### src/rtl/rrsg_pkg.sv
package rrsg_pkg;

   localparam int COORD_BITS           = 16;
   localparam int SIZE_BITS            = COORD_BITS - 1;
   localparam int RAD_BITS             = SIZE_BITS - 1;
   localparam int SQ_BITS              = 2 * RAD_BITS;
   localparam int ROOT_BITS            = RAD_BITS;
   localparam int SQRT_ITERS_PER_STAGE = 2;
   localparam int SQRT_STAGES          =
      (ROOT_BITS + SQRT_ITERS_PER_STAGE - 1) / SQRT_ITERS_PER_STAGE;
   localparam int FRONT_STAGES         = 3;
   localparam int LATENCY              = FRONT_STAGES + SQRT_STAGES + 1;
   localparam int CSR_IDX_BITS         = 3;
   localparam int EXT_BITS             = COORD_BITS + 2;

   localparam logic signed [EXT_BITS-1:0] SAT_HI =
      EXT_BITS'((64'sd1 <<< (COORD_BITS - 1)) - 64'sd1);
   localparam logic signed [EXT_BITS-1:0] SAT_LO = -SAT_HI - EXT_BITS'(1);

   typedef enum logic [CSR_IDX_BITS-1:0] {
      CSR_RECT_LEFT     = 3'd0,
      CSR_RECT_TOP      = 3'd1,
      CSR_RECT_WIDTH    = 3'd2,
      CSR_RECT_HEIGHT   = 3'd3,
      CSR_CORNER_RADIUS = 3'd4
   } csr_idx_type;

   typedef logic signed [COORD_BITS-1:0] coord_type;
   typedef logic [SIZE_BITS-1:0]         size_type;
   typedef logic [RAD_BITS-1:0]          rad_type;
   typedef logic [SQ_BITS-1:0]           sq_type;
   typedef logic [ROOT_BITS-1:0]         root_type;

   typedef struct packed {
      coord_type left;
      coord_type top;
      size_type  width;
      size_type  height;
      size_type  radius;
   } cfg_type;

   // row classification carried alongside the root
   typedef struct packed {
      logic    in_rect;
      logic    corner;
      logic    body_ok;
      rad_type r;
   } side_type;

endpackage

### src/rtl/rrsg_if.sv
interface rrsg_req_if;
   logic                                valid;
   logic                                ready;
   logic signed [rrsg_pkg::COORD_BITS-1:0] row_y;

   modport source (output valid, output row_y, input ready);
   modport sink   (input valid, input row_y, output ready);
endinterface

interface rrsg_rsp_if;
   logic                                valid;
   logic                                ready;
   logic                                span_valid;
   logic signed [rrsg_pkg::COORD_BITS-1:0] span_left;
   logic signed [rrsg_pkg::COORD_BITS-1:0] span_right;

   modport source (output valid, output span_valid, output span_left, output span_right,
                   input ready);
   modport sink   (input valid, input span_valid, input span_left, input span_right,
                   output ready);
endinterface

interface rrsg_csr_if;
   logic                                 valid;
   logic                                 ready;
   logic [rrsg_pkg::CSR_IDX_BITS-1:0]    idx;
   logic [rrsg_pkg::COORD_BITS-1:0]      wdata;

   modport source (output valid, output idx, output wdata, input ready);
   modport sink   (input valid, input idx, input wdata, output ready);
endinterface

### src/rtl/rrsg_csr.sv
module rrsg_csr (
   input  logic              clock,
   input  logic              reset,
   rrsg_csr_if.sink          csr_ch,
   output rrsg_pkg::cfg_type cfg
);

   rrsg_pkg::cfg_type cfg_ff;
   rrsg_pkg::cfg_type cfg_in;

   assign csr_ch.ready = 1'b1;
   assign cfg          = cfg_ff;

   always_comb begin
      cfg_in = cfg_ff;
      if (csr_ch.valid) begin
         case (rrsg_pkg::csr_idx_type'(csr_ch.idx))
            rrsg_pkg::CSR_RECT_LEFT:     cfg_in.left   = csr_ch.wdata;
            rrsg_pkg::CSR_RECT_TOP:      cfg_in.top    = csr_ch.wdata;
            rrsg_pkg::CSR_RECT_WIDTH:    cfg_in.width  = csr_ch.wdata[rrsg_pkg::SIZE_BITS-1:0];
            rrsg_pkg::CSR_RECT_HEIGHT:   cfg_in.height = csr_ch.wdata[rrsg_pkg::SIZE_BITS-1:0];
            rrsg_pkg::CSR_CORNER_RADIUS: cfg_in.radius = csr_ch.wdata[rrsg_pkg::SIZE_BITS-1:0];
            default: ;
         endcase
      end
   end

   always_ff @(posedge clock) begin
      if (reset) begin
         cfg_ff.left   <= '0;
         cfg_ff.top    <= '0;
         cfg_ff.width  <= rrsg_pkg::SIZE_BITS'(1);
         cfg_ff.height <= rrsg_pkg::SIZE_BITS'(1);
         cfg_ff.radius <= '0;
      end else begin
         cfg_ff <= cfg_in;
      end
   end

endmodule

### src/rtl/rrsg_front.sv
module rrsg_front (
   input  logic               clock,
   input  logic               reset,
   input  rrsg_pkg::cfg_type  cfg,
   rrsg_req_if.sink           req_ch,
   output logic               out_valid,
   input  logic               out_ready,
   output rrsg_pkg::sq_type   out_n,
   output rrsg_pkg::side_type out_side
);

   localparam int CB = rrsg_pkg::COORD_BITS;
   localparam int SB = rrsg_pkg::SIZE_BITS;
   localparam int RB = rrsg_pkg::RAD_BITS;
   localparam int QB = rrsg_pkg::SQ_BITS;

   // stage A: captured row
   logic                      va_ff;
   rrsg_pkg::coord_type       row_ff;
   // stage B: row classification
   logic                      vb_ff;
   rrsg_pkg::side_type        side_b_ff;
   rrsg_pkg::rad_type         k_b_ff;
   // stage C: radicand
   logic                      vc_ff;
   rrsg_pkg::side_type        side_c_ff;
   rrsg_pkg::sq_type          n_ff;

   logic en_a, en_b, en_c;

   logic signed [CB:0]   ry;
   logic [SB-1:0]        ry_near;
   logic [SB-1:0]        ry_far;
   logic [SB-1:0]        k_in;
   logic [RB-1:0]        half_w, half_h, r_w, r_in;
   rrsg_pkg::side_type   side_b_in;
   logic [RB:0]          span_b;
   logic [QB:0]          prod;
   rrsg_pkg::sq_type     n_in;

   assign en_c         = !vc_ff || out_ready;
   assign en_b         = !vb_ff || en_c;
   assign en_a         = !va_ff || en_b;
   assign req_ch.ready = en_a;

   always_comb begin
      ry      = $signed({row_ff[CB-1], row_ff}) - $signed({cfg.top[CB-1], cfg.top});
      ry_near = ry[SB-1:0];
      ry_far  = cfg.height - SB'(1) - ry_near;
      k_in    = (ry_far < ry_near) ? ry_far : ry_near;
      half_w  = cfg.width[SB-1:1];
      half_h  = cfg.height[SB-1:1];
      r_w     = (cfg.radius < {1'b0, half_w}) ? cfg.radius[RB-1:0] : half_w;
      r_in    = (r_w < half_h) ? r_w : half_h;

      side_b_in.in_rect = (cfg.width != '0) && (cfg.height != '0) && !ry[CB]
                          && (ry[CB-1:0] < CB'(cfg.height));
      side_b_in.corner  = k_in < {1'b0, r_in};
      side_b_in.body_ok = {1'b0, cfg.width} > {1'b0, r_in, 1'b0};
      side_b_in.r       = r_in;
   end

   // r^2 - (r-k)^2 = k * (2r - k)
   always_comb begin
      span_b = {side_b_ff.r, 1'b0} - {1'b0, k_b_ff};
      prod   = k_b_ff * span_b;
      n_in   = side_b_ff.corner ? prod[QB-1:0] : '0;
   end

   always_ff @(posedge clock) begin
      if (reset) begin
         va_ff <= 1'b0;
         vb_ff <= 1'b0;
         vc_ff <= 1'b0;
      end else begin
         if (en_a) va_ff <= req_ch.valid;
         if (en_b) vb_ff <= va_ff;
         if (en_c) vc_ff <= vb_ff;
      end
      if (en_a && req_ch.valid) row_ff <= req_ch.row_y;
      if (en_b && va_ff) begin
         side_b_ff <= side_b_in;
         k_b_ff    <= k_in[RB-1:0];
      end
      if (en_c && vb_ff) begin
         side_c_ff <= side_b_ff;
         n_ff      <= n_in;
      end
   end

   assign out_valid = vc_ff;
   assign out_n     = n_ff;
   assign out_side  = side_c_ff;

endmodule

### src/rtl/rrsg_isqrt.sv
module rrsg_isqrt (
   input  logic               clock,
   input  logic               reset,
   input  logic               in_valid,
   output logic               in_ready,
   input  rrsg_pkg::sq_type   in_n,
   input  rrsg_pkg::side_type in_side,
   output logic               out_valid,
   input  logic               out_ready,
   output rrsg_pkg::root_type out_root,
   output rrsg_pkg::side_type out_side
);

   localparam int NS = rrsg_pkg::SQRT_STAGES;
   localparam int NI = rrsg_pkg::SQRT_ITERS_PER_STAGE;
   localparam int QB = rrsg_pkg::SQ_BITS;
   localparam int RB = rrsg_pkg::ROOT_BITS;

   logic               v_ff    [NS];
   logic [QB-1:0]      rem_ff  [NS];
   logic [QB:0]        root_ff [NS];
   rrsg_pkg::side_type side_ff [NS];
   logic               en      [NS+1];

   assign en[NS] = out_ready;

   for (genvar s = 0; s < NS; s++) begin : g_stage
      logic               src_valid;
      logic [QB-1:0]      src_rem;
      logic [QB:0]        src_root;
      rrsg_pkg::side_type src_side;
      logic [QB-1:0]      rem_in;
      logic [QB:0]        root_in;

      if (s == 0) begin : g_first
         assign src_valid = in_valid;
         assign src_rem   = in_n;
         assign src_root  = '0;
         assign src_side  = in_side;
      end else begin : g_next
         assign src_valid = v_ff[s-1];
         assign src_rem   = rem_ff[s-1];
         assign src_root  = root_ff[s-1];
         assign src_side  = side_ff[s-1];
      end

      assign en[s] = !v_ff[s] || en[s+1];

      // two digit steps of the shift-subtract root
      always_comb begin
         logic [QB:0] step_w;
         logic [QB:0] trial;
         rem_in  = src_rem;
         root_in = src_root;
         for (int j = 0; j < NI; j++) begin
            if (s * NI + j < RB) begin
               step_w = (QB+1)'(1) << (2 * (RB - 1 - (s * NI + j)));
               trial  = root_in + step_w;
               if ({1'b0, rem_in} >= trial) begin
                  rem_in  = rem_in - trial[QB-1:0];
                  root_in = (root_in >> 1) + step_w;
               end else begin
                  root_in = root_in >> 1;
               end
            end
         end
      end

      always_ff @(posedge clock) begin
         if (reset) begin
            v_ff[s] <= 1'b0;
         end else if (en[s]) begin
            v_ff[s] <= src_valid;
         end
         if (en[s] && src_valid) begin
            rem_ff[s]  <= rem_in;
            root_ff[s] <= root_in;
            side_ff[s] <= src_side;
         end
      end
   end

   assign in_ready  = en[0];
   assign out_valid = v_ff[NS-1];
   assign out_root  = root_ff[NS-1][RB-1:0];
   assign out_side  = side_ff[NS-1];

endmodule

### src/rtl/rrsg_back.sv
module rrsg_back (
   input  logic               clock,
   input  logic               reset,
   input  rrsg_pkg::cfg_type  cfg,
   input  logic               in_valid,
   output logic               in_ready,
   input  rrsg_pkg::root_type in_root,
   input  rrsg_pkg::side_type in_side,
   rrsg_rsp_if.source         rsp_ch
);

   localparam int CB = rrsg_pkg::COORD_BITS;
   localparam int SB = rrsg_pkg::SIZE_BITS;
   localparam int RB = rrsg_pkg::RAD_BITS;
   localparam int EB = rrsg_pkg::EXT_BITS;

   logic                out_v_ff;
   logic                span_valid_ff;
   rrsg_pkg::coord_type span_left_ff;
   rrsg_pkg::coord_type span_right_ff;

   logic                en;
   rrsg_pkg::rad_type   inset;
   logic                span_ok;
   logic signed [EB-1:0] left_ext, width_ext, inset_ext, lft_raw, rgt_raw;
   rrsg_pkg::coord_type lft_in, rgt_in;

   function automatic rrsg_pkg::coord_type sat_coord(input logic signed [EB-1:0] v);
      if (v > rrsg_pkg::SAT_HI) begin
         return rrsg_pkg::SAT_HI[CB-1:0];
      end else if (v < rrsg_pkg::SAT_LO) begin
         return rrsg_pkg::SAT_LO[CB-1:0];
      end
      return v[CB-1:0];
   endfunction

   assign en       = !out_v_ff || rsp_ch.ready;
   assign in_ready = en;

   always_comb begin
      inset     = in_side.corner ? (in_side.r - in_root) : '0;
      span_ok   = in_side.in_rect
                  && (!in_side.corner || (in_root != '0) || in_side.body_ok);
      left_ext  = $signed({{(EB-CB){cfg.left[CB-1]}}, cfg.left});
      width_ext = $signed({{(EB-SB){1'b0}}, cfg.width});
      inset_ext = $signed({{(EB-RB){1'b0}}, inset});
      lft_raw   = left_ext + inset_ext;
      // ~inset = -inset - 1
      rgt_raw   = left_ext + width_ext + ~inset_ext;
      lft_in    = sat_coord(lft_raw);
      rgt_in    = sat_coord(rgt_raw);
   end

   always_ff @(posedge clock) begin
      if (reset) begin
         out_v_ff <= 1'b0;
      end else if (en) begin
         out_v_ff <= in_valid;
      end
      if (en && in_valid) begin
         span_valid_ff  <= span_ok;
         span_left_ff   <= span_ok ? lft_in : '0;
         span_right_ff  <= span_ok ? rgt_in : '0;
      end
   end

   assign rsp_ch.valid      = out_v_ff;
   assign rsp_ch.span_valid = span_valid_ff;
   assign rsp_ch.span_left  = span_left_ff;
   assign rsp_ch.span_right = span_right_ff;

endmodule

### src/rtl/rounded_rect_row_span_generator.sv
// Each req beat passes 3 front stages, 7 root stages of two digits each
//   and 1 output register on its way to its rsp beat.
// Throughput: one row per cycle while rsp is ready; one root stage per two root bits.
// Stalls hold each stage in place; empty stages still fill while rsp waits.
// Reset (synchronous): clears all stage valids and loads the registers'
//   reset values; the csr port is always ready.
module rounded_rect_row_span_generator (
   input  logic       clock,
   input  logic       reset,
   rrsg_csr_if.sink   csr_ch,
   rrsg_req_if.sink   req_ch,
   rrsg_rsp_if.source rsp_ch
);

   rrsg_pkg::cfg_type  cfg;

   logic               fr_valid, fr_ready;
   rrsg_pkg::sq_type   fr_n;
   rrsg_pkg::side_type fr_side;

   logic               sq_valid, sq_ready;
   rrsg_pkg::root_type sq_root;
   rrsg_pkg::side_type sq_side;

   rrsg_csr u_csr (
      .clock  (clock),
      .reset  (reset),
      .csr_ch (csr_ch),
      .cfg    (cfg)
   );

   rrsg_front u_front (
      .clock     (clock),
      .reset     (reset),
      .cfg       (cfg),
      .req_ch    (req_ch),
      .out_valid (fr_valid),
      .out_ready (fr_ready),
      .out_n     (fr_n),
      .out_side  (fr_side)
   );

   rrsg_isqrt u_isqrt (
      .clock     (clock),
      .reset     (reset),
      .in_valid  (fr_valid),
      .in_ready  (fr_ready),
      .in_n      (fr_n),
      .in_side   (fr_side),
      .out_valid (sq_valid),
      .out_ready (sq_ready),
      .out_root  (sq_root),
      .out_side  (sq_side)
   );

   rrsg_back u_back (
      .clock    (clock),
      .reset    (reset),
      .cfg      (cfg),
      .in_valid (sq_valid),
      .in_ready (sq_ready),
      .in_root  (sq_root),
      .in_side  (sq_side),
      .rsp_ch   (rsp_ch)
   );

endmodule

### src/flat_wrapper.sv
// flat-port wrapper written by rule: the top's interface ports become plain ports
module rounded_rect_row_span_generator_flat 
  (clock, reset, csr_ch_valid, csr_ch_idx, csr_ch_wdata, csr_ch_ready, req_ch_valid, req_ch_row_y, req_ch_ready, rsp_ch_valid, rsp_ch_span_valid, rsp_ch_span_left, rsp_ch_span_right, rsp_ch_ready);
  rrsg_csr_if csr_ch_i ();
  rrsg_req_if req_ch_i ();
  rrsg_rsp_if rsp_ch_i ();
  input  logic clock;
  input  logic reset;
  input wire logic [$bits(csr_ch_i.valid)-1:0] csr_ch_valid;
  input wire logic [$bits(csr_ch_i.idx)-1:0] csr_ch_idx;
  input wire logic [$bits(csr_ch_i.wdata)-1:0] csr_ch_wdata;
  output wire logic [$bits(csr_ch_i.ready)-1:0] csr_ch_ready;
  input wire logic [$bits(req_ch_i.valid)-1:0] req_ch_valid;
  input wire logic [$bits(req_ch_i.row_y)-1:0] req_ch_row_y;
  output wire logic [$bits(req_ch_i.ready)-1:0] req_ch_ready;
  output wire logic [$bits(rsp_ch_i.valid)-1:0] rsp_ch_valid;
  output wire logic [$bits(rsp_ch_i.span_valid)-1:0] rsp_ch_span_valid;
  output wire logic [$bits(rsp_ch_i.span_left)-1:0] rsp_ch_span_left;
  output wire logic [$bits(rsp_ch_i.span_right)-1:0] rsp_ch_span_right;
  input wire logic [$bits(rsp_ch_i.ready)-1:0] rsp_ch_ready;
  assign csr_ch_i.valid = csr_ch_valid;
  assign csr_ch_i.idx = csr_ch_idx;
  assign csr_ch_i.wdata = csr_ch_wdata;
  assign csr_ch_ready = csr_ch_i.ready;
  assign req_ch_i.valid = req_ch_valid;
  assign req_ch_i.row_y = req_ch_row_y;
  assign req_ch_ready = req_ch_i.ready;
  assign rsp_ch_valid = rsp_ch_i.valid;
  assign rsp_ch_span_valid = rsp_ch_i.span_valid;
  assign rsp_ch_span_left = rsp_ch_i.span_left;
  assign rsp_ch_span_right = rsp_ch_i.span_right;
  assign rsp_ch_i.ready = rsp_ch_ready;
  rounded_rect_row_span_generator u_core (.clock(clock), .reset(reset), .csr_ch(csr_ch_i), .req_ch(req_ch_i), .rsp_ch(rsp_ch_i));
endmodule
### config.mk
export PLATFORM = sky130hd
export DESIGN_NAME = rounded_rect_row_span_generator_flat
export DESIGN_NICKNAME = d
export VERILOG_FILES = /design/src/rtl/rrsg_pkg.sv /design/src/rtl/rrsg_if.sv /design/src/rtl/rrsg_csr.sv /design/src/rtl/rrsg_front.sv /design/src/rtl/rrsg_isqrt.sv /design/src/rtl/rrsg_back.sv /design/src/rtl/rounded_rect_row_span_generator.sv /design/src/flat_wrapper.sv
export SDC_FILE = /design/constraint.sdc
export NUM_CORES = 2
export LEC_CHECK = 0
export ABC_AREA = 1
export ABC_CLOCK_PERIOD_IN_PS = 14400
export BUFFER_PORTS_ARGS = -buffer_cell sky130_fd_sc_hd__buf_2
export CORE_MARGIN = 2
export CORE_UTILIZATION = 50
export CTS_BUF_LIST = sky130_fd_sc_hd__clkbuf_4 sky130_fd_sc_hd__clkbuf_8 sky130_fd_sc_hd__clkbuf_16
export DETAILED_ROUTE_END_ITERATION = 12
export PLACE_DENSITY = 0.75
export SLEW_MARGIN = 20
export SYNTH_ARGS = -nofsm -noshare
export SYNTH_HDL_FRONTEND = slang
export SYNTH_SLANG_ARGS = --single-unit
### constraint.sdc
create_clock -name clock -period 14.4 [get_ports clock]
set_input_delay 0.72 -clock clock [delete_from_list [all_inputs] [get_ports clock]]
set_output_delay 0.72 -clock clock [all_outputs]
set_load 0.1 [all_outputs]
==> flow_summary_export.csv <==
group,metric,value,unit
run_status,status,"completed",
clock_network,cts_root_buf,"clkbuf_16",
clock_network,clock_sinks,556,
final_layout,layout_common_cells,"nand2_1, inv_1, edfxtp_1",
synth,yosysWarnings,0,
clock_network,worstSkewPairLatency,630,ps
sta,rsz0062_at_grt,"no",
clock_network,cts_setup_buffers,0,
sta,finalCritPeriodShare,60.3,%
final_layout,fin_util,54.9,%
routing,drt_iter0_drc,2445,
sta,period_minus_slack,8680,ps
worst_setup_path,critPathRequiredTime,14870,ps
grt,grt_usage,23.3,%
clock_network,ctsHoldBuffers,0,
synth,synth_edf_count,475,
sta,drv_slew,0,
worst_setup_path,rrSetupSlack,5720,ps
final_layout,layout.nets,5175,
final_layout,drive_above_1_share,6.63,%
routing,routed_wl,94800,um
routing,drc,0,
job,max_cap_violations,0,
routing,ant_nets,0,
floorplanning,dieHeight,287,um
worst_setup_path,crit_arrival,9150,ps
grt,first_global_vias,29804,
synth,seq_area_frac_synth,39.7,%
worst_setup_path,cpMostUsedCell,"fa_1",
place,hpwl,74700,um
worst_setup_path,crit_path_end_kind,"register",
synth,syn-cell-area,40000,um2
synth,synth_nets,5103,
grt,grt_antenna_before_repair,1,
clock_network,clkTransAtPathRegs,70,ps
sta,layout_setup_ws,5720,ps
sta,max_freq,0.115,GHz
floorplanning,core_area,79100,um2
floorplanning,std_cell_rows,103,
synth,synth_top_area_share,35.6,%
clock_network,htree_levels,2,
final_layout,area_delta_synth_final,8.59,%
routing,wl_per_cell,16.7,um
final_layout,instances_no_fill,5679,
worst_setup_path,critPathKind,"register to register",
worst_setup_path,critPathLaunchType,"register",
synth,yosysTopAreaCell,"edfxtp_1",
final_layout,multi_input_area,21000,um2
synth,yosysUniqueCellTypes,72,
clock_network,cts-resized-gates,0,
sta,final.setup_skew,41.3,ps
sta,timing.slew.headroom,33.3,%
sta,finalHoldViolCount,0,
final_layout,seq_area,15900,um2
routing,vias_per_cell,5.39,
synth,ys_ff_latch,556,
place,place_inst,5572,
synth,synthFlopType,"edfxtp_1",
grt,overflow,0,
sta,final-setup-viol-count,0,
final_layout,antenna_cells,0,
worst_setup_path,slowest_stage,"edfxtp_1",
final_layout,nFillCells,7016,
floorplanning,ioPinCount,76,
routing,dr.pass1.iters,6,
clock_network,cts_buffer_depth,3,
synth,synthTopCellsByArea,"edfxtp_1, ha_1, fa_1",
grt,grt_pass1_wl,154000,um
final_layout,final_common_cell,"nand2_1",
routing,vias,30611,
floorplanning,die_w,287,um
clock_network,cts_tree,"yes",
sta,finalSetupTns,0,ps
sta,tightest_slew,1000,ps
floorplanning,die-area,82400,um2
synth,async_reset_ff_share,0,%
place,gp_congestion,0.941,
place,place_worst_setup_slack,5900,ps
worst_hold_path,min-delay-path-class,"input pin to register",
grt,grt_start_max_net_pins,79,
worst_setup_path,cpPeakStageDelay,680,ps
synth,syn_inst,4510,
place,numPortBuffers,74,
clock_network,cts_made_buffers,58,
floorplanning,initial_core_util,50.6,%
synth,avgSynthCellArea,8.88,um2
worst_setup_path,cp_max_fo,14,
==> through the flow <==
| stage | hold WS, ps | instance area [um2] |
|---|---|---|
| floorplan | 400 | 40000 |
| global placement | 400 | 41500 |
| detailed placement | 405 | 41500 |
| CTS | 223 | 43500 |
| global route | 228 | 43500 |
| finish | 256 | 43500 |
==> Yosys cell counts (all sizes together) (2+ instances only) <==
cell type	count
a21o	8
nand3	162
a31o	3
and2	4
dfxtp	81
nor3	62
a31oi	8
o21ai	335
nor3b	2
nand4	57
o211ai	13
o221ai	5
o21bai	17
nor2	423
ha	381
fa	172
a211oi	10
a21boi	8
nor4	32
nand3b	14
or2	22
edfxtp	475
clkinv	4
clkbuf	58
o31ai	6
o21a	9
xnor2	69
a21oi	385
nand2	807
buf	15
inv	744
and3b	3
or3	3
xor2	101
==> metal layers <==
metal  GRT usage [%]  up-vias  wire [um]
met5               0        -          0
met4            7.38        0       3060
met3            2.72      179       5180
met2            39.5      877      45200
met1            31.2    14403      41400
li1                -    15152          -
==> worst max-delay path: cells and delay by family, from the launching register on <==
| family | cells | cell delay (ps) |
|---|---|---|
| AND/OR/NAND/NOR | 9 | 1220 |
| AO/OA/AOI/OAI | 10 | 1750 |
| buffers and inverters | 6 | 660 |
| XOR/XNOR | 1 | 680 |
| adder cells (fa/ha/maj) | 8 | 3530 |
| flip-flops | 1 | 680 |
==> worst paths after layout <==
| check | end | startpoint | cells after the start |
|---|---|---|---|
| max | u_core.u_front.out_n[25] | u_core.u_front.k_b_ff[1] | 34 |
| min | u_core.u_front.row_ff[0] | req_ch_row_y[0] | 1 |
| max reg2reg | u_core.u_front.out_n[25] | u_core.u_front.k_b_ff[1] | 34 |
| min reg2reg | u_core.u_isqrt.side_ff[2][14] | u_core.u_isqrt.side_ff[1][14] | 0 |
==> final cells by class <==
class / count / share of cell area, %
Tap cell: 1050 / 3.02
Inverter: 748 / 6.46
Sequential cell: 556 / 36.5
Multi-Input combinational cell: 3133 / 48.4
Clock buffer: 67 / 3.49
Timing Repair Buffer: 85 / 1.04
Clock inverter: 40 / 1.08
==> cells by family (layout without fill, tap and decap cells) <==
group	after synthesis	after routing	share of synthesized area, %
muxes	1	1	0.0250
adders and majority gates	553	553	20.5
other	1	1	0.00937
buffers and inverters	821	940	7.90
and+or+nand+nor	1594	1594	17.1
DFF	556	556	39.7
xor gates and xnor gates	170	170	3.74
AOI/OAI and AO/OA	814	814	11.0
==> state kept, by name, summed over array words and instances, names as in the netlist, 7 cells and up <==
signal / cells
u_core.u_isqrt.root_ff: 56
u_core.u_csr.cfg: 77
u_core.u_back.rsp_ch.span_right: 16
u_core.u_front.row_ff: 16
u_core.u_front.out_n: 28
u_core.u_isqrt.rem_ff: 168
u_core.u_isqrt.v_ff: 7
u_core.u_front.k_b_ff: 14
u_core.u_isqrt.side_ff: 119
u_core.u_back.rsp_ch.span_left: 16
u_core.u_front.out_side: 17
u_core.u_front.side_b_ff: 17
Power is left out: the tool's default activity adds up to more than one toggle a clock period on the data nets, which glitch-free logic cannot reach.
